<file path="src/design/fepi_pkg.sv">
package fepi_pkg;

    localparam int FRAC_BITS = 16;

    localparam int SAMPLE_W   = 16;
    localparam int TARGET_W   = 16;
    localparam int ALPHA_W    = 17;
    localparam int ALPHA_FRAC = 16;
    localparam int GAIN_W     = 16;
    localparam int GAIN_FRAC  = 8;
    localparam int LIMIT_W    = 20;
    localparam int DRIVE_W    = 22;

    localparam int CFG_IDX_W  = 3;
    localparam int CFG_DATA_W = 20;

    localparam int ERR_W     = SAMPLE_W + 1;
    localparam int FILT_W    = FRAC_BITS + 18;
    localparam int DIFF_W    = FRAC_BITS + 19;
    localparam int INTEG_W   = FRAC_BITS + 21;
    localparam int SUM_W     = FRAC_BITS + 22;
    localparam int ACC_W     = FRAC_BITS + 38;
    localparam int OUT_SHIFT = FRAC_BITS + GAIN_FRAC;
    localparam int Q_W       = ACC_W - OUT_SHIFT;

    localparam int MUL_STEPS = ALPHA_W;
    localparam int CNT_W     = $clog2(MUL_STEPS);

    localparam logic [ALPHA_W-1:0] ALPHA_ONE = ALPHA_W'(1 << ALPHA_FRAC);

    localparam logic [TARGET_W-1:0] TARGET_RESET = TARGET_W'(200);
    localparam logic [ALPHA_W-1:0]  ALPHA_RESET  = ALPHA_W'(10486);
    localparam logic [GAIN_W-1:0]   KP_RESET     = GAIN_W'(5120);
    localparam logic [GAIN_W-1:0]   KI_RESET     = GAIN_W'(128);
    localparam logic [LIMIT_W-1:0]  LIMIT_RESET  = LIMIT_W'(380000);

    localparam logic [CFG_IDX_W-1:0] REG_TARGET_SPEED   = CFG_IDX_W'(0);
    localparam logic [CFG_IDX_W-1:0] REG_FILTER_ALPHA   = CFG_IDX_W'(1);
    localparam logic [CFG_IDX_W-1:0] REG_PROP_GAIN      = CFG_IDX_W'(2);
    localparam logic [CFG_IDX_W-1:0] REG_INTEG_GAIN     = CFG_IDX_W'(3);
    localparam logic [CFG_IDX_W-1:0] REG_INTEGRAL_LIMIT = CFG_IDX_W'(4);

endpackage

</file>
<file path="src/design/fepi_in_if.sv">
interface fepi_in_if
    import fepi_pkg::*;
();
    logic                       valid;
    logic                       ready;
    logic signed [SAMPLE_W-1:0] encoder_count;

    modport source (output valid, output encoder_count, input ready);
    modport sink (input valid, input encoder_count, output ready);
endinterface

</file>
<file path="src/design/fepi_out_if.sv">
interface fepi_out_if
    import fepi_pkg::*;
();
    logic                      valid;
    logic                      ready;
    logic signed [DRIVE_W-1:0] drive_value;

    modport source (output valid, output drive_value, input ready);
    modport sink (input valid, input drive_value, output ready);
endinterface

</file>
<file path="src/design/filtered_error_pi_speed_controller_core.sv">
// Channel   | Role    | Beat payload
// ----------+---------+----------------------------------------
// samples   | sink    | encoder_count, signed 16 bits
// drives    | source  | drive_value, signed 22 bits
// cfg_*     | write   | cfg_index 3 bits, cfg_data 20 bits
//
// A sample is taken only while the block is idle; its drive value is loaded into the
// output register in the finish state, and no new sample is taken before that.
// The work runs through two 17-step shift-and-add multiplier passes, one for the
// filter weight and one for both gains together, plus five further steps.
// A stalled output beat holds the result and delays the return to idle until it is taken.
// Reset is asynchronous and active low; it restores the register defaults and zeroes
// the filter and integral state.
module filtered_error_pi_speed_controller_core
    import fepi_pkg::*;
(
    input  logic                  clk,
    input  logic                  rst_n,
    input  logic                  cfg_we,
    input  logic [CFG_IDX_W-1:0]  cfg_index,
    input  logic [CFG_DATA_W-1:0] cfg_data,
    fepi_in_if.sink               samples,
    fepi_out_if.source            drives
);

    typedef enum logic [7:0] {
        ST_IDLE     = 8'b0000_0001,
        ST_MUL_FILT = 8'b0000_0010,
        ST_UPD_FILT = 8'b0000_0100,
        ST_SUM_INT  = 8'b0000_1000,
        ST_CLAMP    = 8'b0001_0000,
        ST_PREP_OUT = 8'b0010_0000,
        ST_MUL_OUT  = 8'b0100_0000,
        ST_FINISH   = 8'b1000_0000
    } state_t;

    state_t state_reg, state_next;

    logic [TARGET_W-1:0] target_reg;
    logic [ALPHA_W-1:0]  alpha_reg;
    logic [GAIN_W-1:0]   kp_reg;
    logic [GAIN_W-1:0]   ki_reg;
    logic [LIMIT_W-1:0]  limit_reg;

    logic [FILT_W-1:0]  filt_reg, filt_next;
    logic [INTEG_W-1:0] integ_reg, integ_next;

    logic [DIFF_W-1:0]  x_reg, x_next;
    logic [SUM_W-1:0]   xy_reg, xy_next;
    logic [ACC_W-1:0]   acc_reg, acc_next;
    logic [ALPHA_W-1:0] mpa_reg, mpa_next;
    logic [ALPHA_W-1:0] mpb_reg, mpb_next;
    logic [CNT_W-1:0]   cnt_reg, cnt_next;

    logic               out_valid_reg, out_valid_next;
    logic [DRIVE_W-1:0] drive_reg, drive_next;

    logic               accept;
    logic               out_free;
    logic [ALPHA_W-1:0] alpha_sat;
    logic [ERR_W-1:0]   err;
    logic [DIFF_W-1:0]  err_scaled;
    logic [DIFF_W-1:0]  diff;
    logic [ACC_W-1:0]   addend;
    logic [ACC_W-1:0]   acc_step;
    logic [SUM_W-1:0]   int_sum;
    logic [SUM_W-1:0]   lim_pos;
    logic [SUM_W-1:0]   lim_neg;
    logic [Q_W-1:0]     q_floor;
    logic [Q_W-1:0]     q_trunc;
    logic               q_round;
    logic [Q_W-1:0]     q_max;
    logic [Q_W-1:0]     q_min;
    logic [DRIVE_W-1:0] drive_sat;

    assign samples.ready     = (state_reg == ST_IDLE);
    assign accept            = samples.valid && samples.ready;
    assign drives.valid      = out_valid_reg;
    assign drives.drive_value = drive_reg;
    assign out_free          = !out_valid_reg || drives.ready;

    always_ff @(posedge clk or negedge rst_n)
    begin
        if (!rst_n)
        begin
            target_reg <= TARGET_RESET;
            alpha_reg  <= ALPHA_RESET;
            kp_reg     <= KP_RESET;
            ki_reg     <= KI_RESET;
            limit_reg  <= LIMIT_RESET;
        end
        else if (cfg_we)
        begin
            case (cfg_index)
                REG_TARGET_SPEED:   target_reg <= cfg_data[TARGET_W-1:0];
                REG_FILTER_ALPHA:   alpha_reg  <= cfg_data[ALPHA_W-1:0];
                REG_PROP_GAIN:      kp_reg     <= cfg_data[GAIN_W-1:0];
                REG_INTEG_GAIN:     ki_reg     <= cfg_data[GAIN_W-1:0];
                REG_INTEGRAL_LIMIT: limit_reg  <= cfg_data[LIMIT_W-1:0];
                default:            ;
            endcase
        end
    end

    always_comb
    begin
        alpha_sat  = (alpha_reg > ALPHA_ONE) ? ALPHA_ONE : alpha_reg;
        err        = {target_reg[TARGET_W-1], target_reg}
                   - {samples.encoder_count[SAMPLE_W-1], samples.encoder_count};
        err_scaled = {{(DIFF_W-ERR_W-FRAC_BITS){err[ERR_W-1]}}, err, {FRAC_BITS{1'b0}}};
        diff       = err_scaled - {{(DIFF_W-FILT_W){filt_reg[FILT_W-1]}}, filt_reg};

        case ({mpa_reg[ALPHA_W-1], mpb_reg[ALPHA_W-1]})
            2'b10:   addend = {{(ACC_W-DIFF_W){x_reg[DIFF_W-1]}}, x_reg};
            2'b01:   addend = {{(ACC_W-INTEG_W){integ_reg[INTEG_W-1]}}, integ_reg};
            2'b11:   addend = {{(ACC_W-SUM_W){xy_reg[SUM_W-1]}}, xy_reg};
            default: addend = '0;
        endcase
        acc_step = {acc_reg[ACC_W-2:0], 1'b0} + addend;

        int_sum = {{(SUM_W-INTEG_W){integ_reg[INTEG_W-1]}}, integ_reg}
                + {{(SUM_W-FILT_W){filt_reg[FILT_W-1]}}, filt_reg};
        lim_pos = {{(SUM_W-LIMIT_W-FRAC_BITS){1'b0}}, limit_reg, {FRAC_BITS{1'b0}}};
        lim_neg = '0 - lim_pos;

        q_floor   = acc_reg[ACC_W-1:OUT_SHIFT];
        q_round   = acc_reg[ACC_W-1] && (|acc_reg[OUT_SHIFT-1:0]);
        q_trunc   = q_floor + {{(Q_W-1){1'b0}}, q_round};
        q_max     = {{(Q_W-DRIVE_W+1){1'b0}}, {(DRIVE_W-1){1'b1}}};
        q_min     = {{(Q_W-DRIVE_W+1){1'b1}}, {(DRIVE_W-1){1'b0}}};
        if ($signed(q_trunc) > $signed(q_max))
        begin
            drive_sat = q_max[DRIVE_W-1:0];
        end
        else if ($signed(q_trunc) < $signed(q_min))
        begin
            drive_sat = q_min[DRIVE_W-1:0];
        end
        else
        begin
            drive_sat = q_trunc[DRIVE_W-1:0];
        end
    end

    always_comb
    begin
        state_next     = state_reg;
        filt_next      = filt_reg;
        integ_next     = integ_reg;
        x_next         = x_reg;
        xy_next        = xy_reg;
        acc_next       = acc_reg;
        mpa_next       = mpa_reg;
        mpb_next       = mpb_reg;
        cnt_next       = cnt_reg;
        drive_next     = drive_reg;
        out_valid_next = out_valid_reg;

        if (drives.ready)
        begin
            out_valid_next = 1'b0;
        end

        case (state_reg)
            ST_IDLE:
            begin
                if (accept)
                begin
                    x_next     = diff;
                    mpa_next   = alpha_sat;
                    mpb_next   = '0;
                    acc_next   = '0;
                    cnt_next   = CNT_W'(MUL_STEPS - 1);
                    state_next = ST_MUL_FILT;
                end
            end
            ST_MUL_FILT, ST_MUL_OUT:
            begin
                acc_next = acc_step;
                mpa_next = {mpa_reg[ALPHA_W-2:0], 1'b0};
                mpb_next = {mpb_reg[ALPHA_W-2:0], 1'b0};
                cnt_next = cnt_reg - CNT_W'(1);
                if (cnt_reg == '0)
                begin
                    state_next = (state_reg == ST_MUL_FILT) ? ST_UPD_FILT : ST_FINISH;
                end
            end
            ST_UPD_FILT:
            begin
                filt_next  = filt_reg + acc_reg[ALPHA_FRAC+FILT_W-1:ALPHA_FRAC];
                state_next = ST_SUM_INT;
            end
            ST_SUM_INT:
            begin
                xy_next    = int_sum;
                state_next = ST_CLAMP;
            end
            ST_CLAMP:
            begin
                if ($signed(xy_reg) > $signed(lim_pos))
                begin
                    integ_next = lim_pos[INTEG_W-1:0];
                end
                else if ($signed(xy_reg) < $signed(lim_neg))
                begin
                    integ_next = lim_neg[INTEG_W-1:0];
                end
                else
                begin
                    integ_next = xy_reg[INTEG_W-1:0];
                end
                state_next = ST_PREP_OUT;
            end
            ST_PREP_OUT:
            begin
                x_next     = {{(DIFF_W-FILT_W){filt_reg[FILT_W-1]}}, filt_reg};
                xy_next    = int_sum;
                mpa_next   = {{(ALPHA_W-GAIN_W){1'b0}}, kp_reg};
                mpb_next   = {{(ALPHA_W-GAIN_W){1'b0}}, ki_reg};
                acc_next   = '0;
                cnt_next   = CNT_W'(MUL_STEPS - 1);
                state_next = ST_MUL_OUT;
            end
            ST_FINISH:
            begin
                if (out_free)
                begin
                    drive_next     = drive_sat;
                    out_valid_next = 1'b1;
                    state_next     = ST_IDLE;
                end
            end
            default:
            begin
                state_next = ST_IDLE;
            end
        endcase
    end

    always_ff @(posedge clk or negedge rst_n)
    begin
        if (!rst_n)
        begin
            state_reg     <= ST_IDLE;
            out_valid_reg <= 1'b0;
            filt_reg      <= '0;
            integ_reg     <= '0;
        end
        else
        begin
            state_reg     <= state_next;
            out_valid_reg <= out_valid_next;
            filt_reg      <= filt_next;
            integ_reg     <= integ_next;
        end
    end

    always_ff @(posedge clk)
    begin
        x_reg     <= x_next;
        xy_reg    <= xy_next;
        acc_reg   <= acc_next;
        mpa_reg   <= mpa_next;
        mpb_reg   <= mpb_next;
        cnt_reg   <= cnt_next;
        drive_reg <= drive_next;
    end

endmodule

</file>
<file path="src/flat_wrapper.sv">
// flat-port wrapper written by rule: the top's interface ports become plain ports
module filtered_error_pi_speed_controller_core_flat import fepi_pkg::*;
  (clk, rst_n, cfg_we, cfg_index, cfg_data, samples_valid, samples_encoder_count, samples_ready, drives_valid, drives_drive_value, drives_ready);
  fepi_in_if samples_i ();
  fepi_out_if drives_i ();
  input  logic clk;
  input  logic rst_n;
  input  logic cfg_we;
  input  logic [CFG_IDX_W-1:0] cfg_index;
  input  logic [CFG_DATA_W-1:0] cfg_data;
  input wire logic [$bits(samples_i.valid)-1:0] samples_valid;
  input wire logic [$bits(samples_i.encoder_count)-1:0] samples_encoder_count;
  output wire logic [$bits(samples_i.ready)-1:0] samples_ready;
  output wire logic [$bits(drives_i.valid)-1:0] drives_valid;
  output wire logic [$bits(drives_i.drive_value)-1:0] drives_drive_value;
  input wire logic [$bits(drives_i.ready)-1:0] drives_ready;
  assign samples_i.valid = samples_valid;
  assign samples_i.encoder_count = samples_encoder_count;
  assign samples_ready = samples_i.ready;
  assign drives_valid = drives_i.valid;
  assign drives_drive_value = drives_i.drive_value;
  assign drives_i.ready = drives_ready;
  filtered_error_pi_speed_controller_core u_core (.clk(clk), .rst_n(rst_n), .cfg_we(cfg_we), .cfg_index(cfg_index), .cfg_data(cfg_data), .samples(samples_i), .drives(drives_i));
endmodule
</file>
<file path="config.mk">
export PLATFORM = sky130hd
export DESIGN_NAME = filtered_error_pi_speed_controller_core_flat
export DESIGN_NICKNAME = d
export VERILOG_FILES = /design/src/design/fepi_pkg.sv /design/src/design/fepi_in_if.sv /design/src/design/fepi_out_if.sv /design/src/design/filtered_error_pi_speed_controller_core.sv /design/src/flat_wrapper.sv
export SDC_FILE = /design/constraint.sdc
export NUM_CORES = 1
export LEC_CHECK = 0
export BUFFER_PORTS_ARGS = -buffer_cell sky130_fd_sc_hd__buf_2
export CAP_MARGIN = 20
export CORE_AREA = 5 5 163 322
export CTS_BUF_LIST = sky130_fd_sc_hd__clkbuf_4 sky130_fd_sc_hd__clkbuf_8
export CTS_CLUSTER_DIAMETER = 30
export DETAILED_ROUTE_END_ITERATION = 12
export DIE_AREA = 0 0 168 327
export GPL_ROUTABILITY_DRIVEN = 1
export HOLD_SLACK_MARGIN = 0.15
export PLACE_DENSITY = 0.72
export SLEW_MARGIN = 20
export SYNTH_ARGS = -nofsm -noshare
export SYNTH_HDL_FRONTEND = slang
export SYNTH_SLANG_ARGS = --single-unit
</file>
<file path="constraint.sdc">
create_clock -name clk -period 16.35 [get_ports clk]
set_clock_uncertainty 0.1 [all_clocks]
set_input_delay 3.27 -clock clk [delete_from_list [all_inputs] [get_ports clk]]
set_output_delay 3.27 -clock clk [all_outputs]
set_load 0.01 [all_outputs]
</file>
# Yosys cells after proc, flatten, opt, wreduce, memory -nomap -nowiden
# Cells that the tools add are included.
dict set report op_classes {
  add_sub_neg 8
  mul 0
  div_mod_pow 0
  order_cmp 5
  n_eq_ne 18
  n_shift 0
  muxes 23
  bitwise 0
  reduce_logical 20
}
# operator count
set ops {}
lappend ops {{$pmux W54 S3} 2}
lappend ops {{$pmux W17 S3} 2}
lappend ops {{$mux W37} 2}
lappend ops {{$pmux W35 S2} 1}
lappend ops {{$pmux W8 S7} 1}
lappend ops {{$add A54 B54 Y54} 1}
lappend ops {{$mux W54} 1}
lappend ops {{$mux W17} 3}
lappend ops {{$add A37 B34 Y38} 1}
lappend ops {{$gt A38 B37 Y1} 1}
lappend ops {{$lt A38 B38 Y1} 1}
lappend ops {{$sub A1 B36 Y37 const A} 1}
lappend ops {{$mux W35} 1}
lappend ops {{$sub A33 B34 Y35} 1}
lappend ops {{$add A34 B34 Y34} 1}
lappend ops {{$mux W8} 4}
lappend ops {{$add A30 B1 Y30} 1}
lappend ops {{$gt A30 B22 Y1 const B} 1}
lappend ops {{$lt A30 B22 Y1 const B} 1}
lappend ops {{$reduce_or A24 Y1} 1}
lappend ops {{$mux W22} 1}
lappend ops {{$gt A17 B17 Y1 const B} 1}
lappend ops {{$sub A16 B16 Y17} 1}
lappend ops {{$reduce_and A2 Y1} 8}
lappend ops {{28 further kinds} 35}
dict set report word_totals {
  ff_bits 353
  latch_bits 0
  ram_bits 0
  rom_bits 0
  out_inout_bits 24
  memories 0
}

# Depth between registers and ports, before layout
# Gate-level depths: netlist of the first run.
dict set report depth {
  ltp_word 5
  ltp_mapped 22
  ltp_nobuf 22
}

# Least setup slack after synthesis of the first run
# No wires, ideal clock.
dict set report synth_path {
  kind {input-to-reg}
  startpoint {input samples_valid}
  endpoint {register u_core.acc_reg[0] (enable)}
  setup_ps 545
  arrival_ps 7205
  required_time_ps 15705
  setup_slack_ps 8499
  cell_stages 2
  path_buffers 0
  path_cell_list {nor2b_1 -> nor2_1}
}
dict set report synth_between {
  elab_chain_cells 3
}
# element line_no
set synth_rtl {}
lappend synth_rtl {{start: declaration} flat_wrapper.sv:11} ;# input wire logic [$bits(samples_i.valid)-1:0] samples_valid;
lappend synth_rtl {{$logic_and A1 B1 Y1} filtered_error_pi_speed_controller_core.sv:77} ;# assign accept = samples.valid && samples.ready;
lappend synth_rtl {{$ne A2 B2 Y1 (no source line)} --}
lappend synth_rtl {{$reduce_and A2 Y1 (no source line)} --}
lappend synth_rtl {{end signal: assignment} filtered_error_pi_speed_controller_core.sv:262} ;# acc_reg <= acc_next;
lappend synth_rtl {{end: declaration} filtered_error_pi_speed_controller_core.sv:50} ;# logic [ACC_W-1:0] acc_reg, acc_next;
# Every way passes these cells.
# A chain may end at the register's enable or synchronous reset.

# Final worst setup path of the first run
dict set report layout_path {
  startpoint {input samples_encoder_count[1]}
  endpoint {register u_core.x_reg[33] (data pin)}
}
dict set report layout_between {
  elab_chain_cells 4
}
# element line_no
set layout_rtl {}
lappend layout_rtl {{start: declaration} flat_wrapper.sv:12} ;# input wire logic [$bits(samples_i.encoder_count)-1:0] samples_encoder_count;
lappend layout_rtl {{$sub A16 B16 Y17} filtered_error_pi_speed_controller_core.sv:109} ;# - {samples.encoder_count[SAMPLE_W-1], samples.encoder_count};
lappend layout_rtl {{$sub A33 B34 Y35} filtered_error_pi_speed_controller_core.sv:111} ;# diff = err_scaled - {{(DIFF_W-FILT_W){filt_reg[FILT_W-1]}}, filt_reg};
lappend layout_rtl {{$mux W35} filtered_error_pi_speed_controller_core.sv:167} ;# if (accept)
lappend layout_rtl {{$pmux W35 S2} filtered_error_pi_speed_controller_core.sv:164} ;# case (state_reg)
lappend layout_rtl {{net u_core.x_next[33]} filtered_error_pi_speed_controller_core.sv:48} ;# logic [DIFF_W-1:0] x_reg, x_next;
lappend layout_rtl {{end signal: assignment} filtered_error_pi_speed_controller_core.sv:260} ;# x_reg <= x_next;
lappend layout_rtl {{end: declaration} filtered_error_pi_speed_controller_core.sv:48}
# The timed path passes the listed nets, and every way through them passes these cells. The select of a mux whose other input is x is not followed.

==> results of run 1 <==
-- cell type report --
type,count,area [um2]
fill,4328,22800
clock buffer,77,972
timing repair buffer,91,534
sequential,353,9800
tap,649,812
clock inverter,39,513
multi-input combinational,1954,13900
inverter,127,477
antenna,2,5.00
-- power groups by stage --
| stage | Combinational [mW] | Clock [mW] | Sequential, mW |
|---|---|---|---|
| 3_3_place_gp | 2.81 | 0 | 1.68 |
| 2_1_floorplan | 2.25 | 0 | 1.56 |
| 3_5_place_dp | 2.92 | 0 | 1.69 |
| 4_1_cts | 2.94 | 1.00 | 1.68 |
| 5_1_grt | 3.27 | 1.04 | 1.71 |
| 6_report | 2.97 | 0.983 | 1.69 |
-- metrics by stage --
step                      std cells  area (um2)  power, mW  worst slack, ns
after floorplan                2533       24500       3.81             8.50
after global routing           3291       27000       6.02             8.70
final                          3292       27000       5.64             8.99
after global placement         3173       25500       4.50             8.50
after CTS                      3290       27000       5.62             9.09
after detailed placement       3174       25500       4.61             8.37
-- final timing paths --
path | to | start | slack, ns | cells past startpoint
worst max register to register | u_core.integ_reg[28] | u_core.limit_reg[2] | 11.11 | 16
worst max-delay path | u_core.x_reg[33] | samples_encoder_count[1] | 8.99 | 20
max in group asynchronous | u_core.kp_reg[3] | rst_n | 11.66 | 3
min in group asynchronous | u_core.state_reg[7] | rst_n | 2.46 | 1
worst min register to register | u_core.ki_reg[12] | u_core.ki_reg[12] | 0.41 | 1
worst min-delay path | u_core.ki_reg[12] | u_core.ki_reg[12] | 0.41 | 1
-- cell families after synthesis --
group / share of synthesized area, %
buf+inv: 3.53
simple gates: 13.6
fa+ha+maj: 10.7
mux: 5.00
flops: 40.0
compound gates: 20.5
xor+xnor: 6.70
-- critical path, stage by stage --
cell and delay (ns):
buf_2 0.11, inv_1 0.04, ha_1 0.28, nor2b_1 0.12, o21ai_0 0.22, a21boi_0 0.16
o21ai_0 0.27, nor2b_1 0.20, xnor2_1 0.13, ha_1 0.31, and2_1 0.21, and4_1 0.19
a41oi_1 0.19, o21ai_0 0.19, o41ai_2 0.47, o21ai_1 0.27, and4_1 0.28, a2111oi_2 0.44
nor4b_1 0.11, a211o_1 0.26
-- cells in the final DEF, fill, tap and decap left out, types with 83 or more instances in the layout --
cell type,Yosys,routed
ha_1,203,203
xor2_1,83,83
o21ai_0,195,195
xnor2_1,102,102
inv_1,125,125
a21oi_1,153,153
edfxtp_1,188,188
a21o_1,93,93
dfrtp_1,142,142
mux2_2,100,100
nor2_1,168,166
nand2_1,215,215
-- routing by layer --
layer  track usage (%)  up-vias  share of wire [%]
met5                 0        -                  0
met4              18.7        0                8.2
met3              3.12      319                4.5
met2              49.2      706                 53
met1              26.0     9978                 34
li1                  -     9524                  -
==> run_results.csv, run 1 <==
group,metric,value,unit
clock_network,cts_resized,0,
critical_path,worstSetupPathType,"input port to flop",
cells_and_area,nets,2839,
floorplan,io_pins,68,
timing,rsz0062_at_grt,"false",
global_routing,track_usage,26.1,%
clock_network,clock_tree.buffer_depth,3,
placed_design,hpwl,55800,um
clock_network,htree_levels,2,
synth,syn_inst,2533,
detailed_routing,drc,0,
synth,synthDominantCellAreaShare,23.0,%
timing,fmax,136,MHz
detailed_routing,drt_first_pass_iters,6,
hold_path,hp-class,"flop to flop",
synth,synth.top_cells.by_count,"nand2_1 (215), ha_1 (203), o21ai_0 (195)",
power_and_ir_drop,seqPwrFrac,29.9,%
global_routing,grt_max_degree,64,
floorplan,fp.dieH,327,um
synth,synth_ff_type,"edfxtp_1",
cells_and_area,layout-drive-gt1-share,14.0,%
clock_network,path_clk_slew,0.07,ns
cells_and_area,fin_util,54.3,%
global_routing,grt_overflow_total,0,
synth,ys_warn_count,0,
floorplan,rows,116,
timing,final.setup.tns,0,ns
detailed_routing,totalWireLength,73300,um
floorplan,die_w,168,um
power_and_ir_drop,pwr-share-comb,52.7,%
floorplan,dieArea,54900,um2
power_and_ir_drop,p_sw_share,44.3,%
detailed_routing,route.vias.total,20500,
synth,ys_seq_area_share,40.0,%
critical_path,cp_data_arrival_time,7.71,ns
critical_path,cp.required,16.69,ns
floorplan,start_util,49.3,%
synth,yosys.area.top_type,"edfxtp_1",
power_and_ir_drop,leakage,11.7,nW
power_and_ir_drop,p_per_area,209,nW/um2
timing,drv_slew,0,
placed_design,gp_congestion,1.01,
power_and_ir_drop,vdd_drop_max,0.183,mV
status,status,"finished, final reports clean",
synth,synth_area_leaders,"edfxtp_1 (23%), dfrtp_1 (14%), ha_1 (10%)",
timing,fin_crit_sh,45.0,%
timing,report.final.setup_viol,0,
detailed_routing,initialDrtViolationCount,1257,
timing,period_minus_slack,7.36,ns
clock_network,clkSinkCount,353,
synth,avgSynthCellArea,9.69,um2
synth,ys_types,88,
synth,syn_area,24500,um2
clock_network,post_cts_buffers,0,
synth,syn_nets,2784,
power_and_ir_drop,p_sw,2.50,mW
timing,hold_violations,0,
job,max_cap_violations,0,
cells_and_area,largest_reg_flops,54,
clock_network,cts-hold-fix-buffers,0,
clock_network,clkLatencyLatePin,0.69,ns
synth,synth_edf_count,188,
timing,slew_headroom,24.3,%
detailed_routing,wl_per_cell,22.3,um
placed_design,placement.io_buffers,67,
critical_path,cp_max_fo,6,
synth,async_reset_ff_share,46.7,%
critical_path,cp-start-kind,"input port",
synth,synthMostInstantiatedCell,"nand2_1",
global_routing,antenna_found_initial,1,
clock_network,numCtsBuffers,61,
detailed_routing,via_per_inst,6.24,
global_routing,grt_pass1_vias,21500,
timing,worst_slew_pin_slew,1.13,ns
detailed_routing,ant_nets,0,
clock_network,root_buffer,"clkbuf_8",
timing,holdWs,0.408,ns
power_and_ir_drop,pwr-share-clk,17.4,%
synth,synth-seq-cells,353,
power_and_ir_drop,intPower,3.14,mW
cells_and_area,area_delta_synth_final,10.2,%
global_routing,grt_pass1_wl,115000,um
clock_network,cts_tree,"done",
critical_path,critPathCaptureType,"flop",
floorplan,core,49800,um2
No activity file was read; power rests on OpenSTA's default activity.
==> run 2: changes to the inputs <==
--- a/config.mk
+++ b/config.mk
@@ -5,16 +5,17 @@
 export SDC_FILE = /design/constraint.sdc
 export NUM_CORES = 1
 export LEC_CHECK = 0
+export ABC_AREA = 1
 export BUFFER_PORTS_ARGS = -buffer_cell sky130_fd_sc_hd__buf_2
 export CAP_MARGIN = 20
-export CORE_AREA = 5 5 163 322
+export CORE_AREA = 5 5 171 337
 export CTS_BUF_LIST = sky130_fd_sc_hd__clkbuf_4 sky130_fd_sc_hd__clkbuf_8
 export CTS_CLUSTER_DIAMETER = 30
 export DETAILED_ROUTE_END_ITERATION = 12
-export DIE_AREA = 0 0 168 327
+export DIE_AREA = 0 0 176 342
 export GPL_ROUTABILITY_DRIVEN = 1
 export HOLD_SLACK_MARGIN = 0.15
-export PLACE_DENSITY = 0.72
+export PLACE_DENSITY = 0.71
 export SLEW_MARGIN = 20
 export SYNTH_ARGS = -nofsm -noshare
 export SYNTH_HDL_FRONTEND = slang
==> constraint.sdc (replaced) <==
create_clock -name clk -period 7.5 [get_ports clk]
set_clock_uncertainty 0.1 [all_clocks]
set_input_delay 1.5 -clock clk [delete_from_list [all_inputs] [get_ports clk]]
set_output_delay 1.5 -clock clk [all_outputs]
set_load 0.01 [all_outputs]
==> run 2 against run 1 <==
  * Power increased by 140%
  * Synthesized area increased by 10%
  * First-iteration DRC count rose by 55%
  * Count of clock-buffer cells in the layout grew 19
  * Core utilization decreased by 0.066 points
  * Highest routed layer is now met5
==> run_results.csv, run 2 <==
group,metric,value,unit
status,status,"finished, final reports clean",
synth,synthMostInstantiatedCell,"nand2_1",
synth,synth-seq-cells,353,
clock_network,post_cts_buffers,0,
detailed_routing,totalWireLength,105000,um
clock_network,cts_resized,0,
timing,final.setup.tns,0,ns
timing,hold_violations,0,
detailed_routing,drc,0,
floorplan,io_pins,68,
cells_and_area,largest_reg_flops,54,
synth,syn_inst,3675,
hold_path,hold_start,"u_core.target_reg[0]",
synth,synth_ff_type,"edfxtp_1",
clock_network,cts-hold-fix-buffers,0,
global_routing,grt_max_degree,84,
timing,fmax,203,MHz
synth,synthDominantCellAreaShare,20.9,%
power_and_ir_drop,leakage,13.7,nW
cells_and_area,design_area,29600,um2
timing,slew_headroom,27.2,%
placed_design,place_inst,4369,
cells_and_area,fin_util,54.2,%
clock_network,root_buffer,"clkbuf_8",
cells_and_area,fin_cells,4497,
critical_path,cp_data_arrival_time,5.27,ns
clock_network,clkSinkCount,353,
clock_network,clkLatencyLatePin,0.69,ns
synth,avgSynthCellArea,7.35,um2
job,max_cap_violations,0,
global_routing,antenna_found_initial,3,
hold_path,holdPathStages,2,
synth,async_reset_ff_share,46.7,%
timing,drv_slew,0,
critical_path,worst_path_max_delay_cell,"inv_1",
detailed_routing,drt_first_pass_iters,7,
critical_path,ff2ff_setup_slack,2.57,ns
clock_network,htree_levels,3,
synth,syn_area,27000,um2
timing,report.final.setup_viol,0,
floorplan,fp.dieH,342,um
detailed_routing,ant_nets,0,
critical_path,cp-start-kind,"flop",
synth,synth_area_leaders,"edfxtp_1 (21%), dfrtp_1 (13%), nand2_1 (13%)",
critical_path,r2r_cells,16,
synth,ys_seq_area_share,36.3,%
cells_and_area,final_cell_mix,"nand2_1 (917), inv_1 (441), nor2_1 (398), o21ai_0 (276), a21oi_1 (266)",
floorplan,die_w,176,um
critical_path,critPathCaptureType,"flop",
critical_path,cp_max_fo,22,
synth,ys_warn_count,0,
hold_path,hp-class,"flop to flop",
power_and_ir_drop,p_per_area,455,nW/um2
synth,yosys.area.top_type,"edfxtp_1",
timing,rsz0062_at_grt,"false",
global_routing,grt_overflow_total,0,
cells_and_area,nets,4015,
power_and_ir_drop,finalPower,13.5,mW
floorplan,start_util,49.5,%
critical_path,cp.required,7.84,ns
detailed_routing,initialDrtViolationCount,1949,
critical_path,crit_path_frequent_cell,"nand2_1",
global_routing,grt_pass1_vias,26500,
detailed_routing,via_per_inst,5.89,
synth,synth.top_cells.by_count,"nand2_1 (919), inv_1 (441), nor2_1 (398)",
critical_path,worstReg2RegEnd,"u_core.acc_reg[35]",
floorplan,dieArea,60200,um2
placed_design,dpl_cell_area,28000,um2
clock_network,numCtsBuffers,68,
synth,ys_types,51,
hold_path,hold_end,"u_core.target_reg[0]",
synth,syn_nets,3926,
timing,period_minus_slack,4.93,ns
cells_and_area,layout-drive-gt1-share,7.39,%
clock_network,clock_tree.buffer_depth,3,
cells_and_area,nFillCells,5408,
critical_path,cpPeakStageDelay,0.78,ns
detailed_routing,wl_per_cell,23.3,um
cells_and_area,area_delta_synth_final,9.47,%
clock_network,path_clk_slew,0.06,ns
synth,synth_edf_count,188,
critical_path,r2r-start,"u_core.mpa_reg[16]",
placed_design,hpwl,82600,um
power_and_ir_drop,vdd_drop_max,0.210,mV
floorplan,rows,121,
placed_design,placement.io_buffers,67,
detailed_routing,route.vias.total,26500,
global_routing,grt_pass1_wl,155000,um
cells_and_area,layout_commonest_cell,"nand2_1",
clock_network,cts_tree,"done",
placed_design,gp_congestion,1.11,
critical_path,worstSetupPathType,"flop to flop",
global_routing,track_usage,34.4,%
floorplan,core,54500,um2
critical_path,path_cells,"inv_1 -> nand2_1 -> inv_1 -> nand2_1 -> o211ai_1 -> ha_1 -> a21oi_1 -> o21ai_0 -> a21oi_1 -> nand3_1 -> nand2_1 -> nor2_1 -> nor2_1 -> nand2_1 -> nand2_1 -> nor2_1",
timing,worst_slew_pin_slew,1.09,ns
timing,fin_crit_sh,65.8,%
run 2: metrics by stage:
step	setup WS [ns]	hold slack (ns)
5_1_grt	2.29	0.404
3_3_place_gp	2.20	0.365
4_1_cts	2.81	0.388
2_1_floorplan	2.90	0.353
6_report	2.57	0.381
3_5_place_dp	2.13	0.374
run 2: worst max path at each step:
stage | start | endpoint | slack, ns | cells past startpoint
after floorplan | samples_encoder_count[0] | u_core.x_reg[30] | 2.90 | 20
after CTS | samples_encoder_count[0] | u_core.x_reg[30] | 2.81 | 21
after global placement | samples_encoder_count[0] | u_core.x_reg[30] | 2.20 | 21
after global routing | u_core.mpa_reg[16] | u_core.acc_reg[35] | 2.29 | 16
final | u_core.mpa_reg[16] | u_core.acc_reg[35] | 2.57 | 16
after detailed placement | samples_encoder_count[0] | u_core.x_reg[30] | 2.13 | 21
run 2: worst max-delay path: cells and delay by family (launching register included):
| kind | cells | cell delay (ns) |
|---|---|---|
| AOI/OAI and AO/OA | 4 | 1.20 |
| adders and majority gates | 1 | 0.35 |
| buffers and inverters | 2 | 0.91 |
| DFF | 1 | 0.51 |
| and+or+nand+nor | 9 | 1.60 |
run 2: final cells by class:
type                       instances  area [um2]  share of cell area, %
timing repair buffer              88         505                   1.71
tap                              676         846                   2.86
clock inverter                    28         260                  0.881
clock buffer                      96        1210                   4.11
inverter                         445        1670                   5.65
sequential                       353        9800                   33.2
antenna                            3        7.51                 0.0254
multi-input combinational       2808       15200                   51.6
run 2: power breakdown:
group	switching, mW	leakage, nW	internal [mW]
clock network	0.936	0.774	1.17
registers	0.849	3.84	2.93
logic	5.27	9.06	2.30
total	7.05	13.7	6.40
run 2: cells by family after synthesis:
family / count (synthesis) / synth area share [%]
AND/OR/NAND/NOR: 1750 / 27.3
AO/OA/AOI/OAI: 739 / 15.7
buffers and inverters: 514 / 7.38
flip-flops: 353 / 36.3
adder cells (fa/ha/maj): 207 / 9.71
XOR/XNOR: 112 / 3.63
run 2: per-layer routing:
layer | track usage (%) | part of all wire, %
met2 | 60.1 | 49
met1 | 31.1 | 31
met3 | 6.71 | 5.9
met4 | 37.8 | 14
met5 | 0 | 0.012
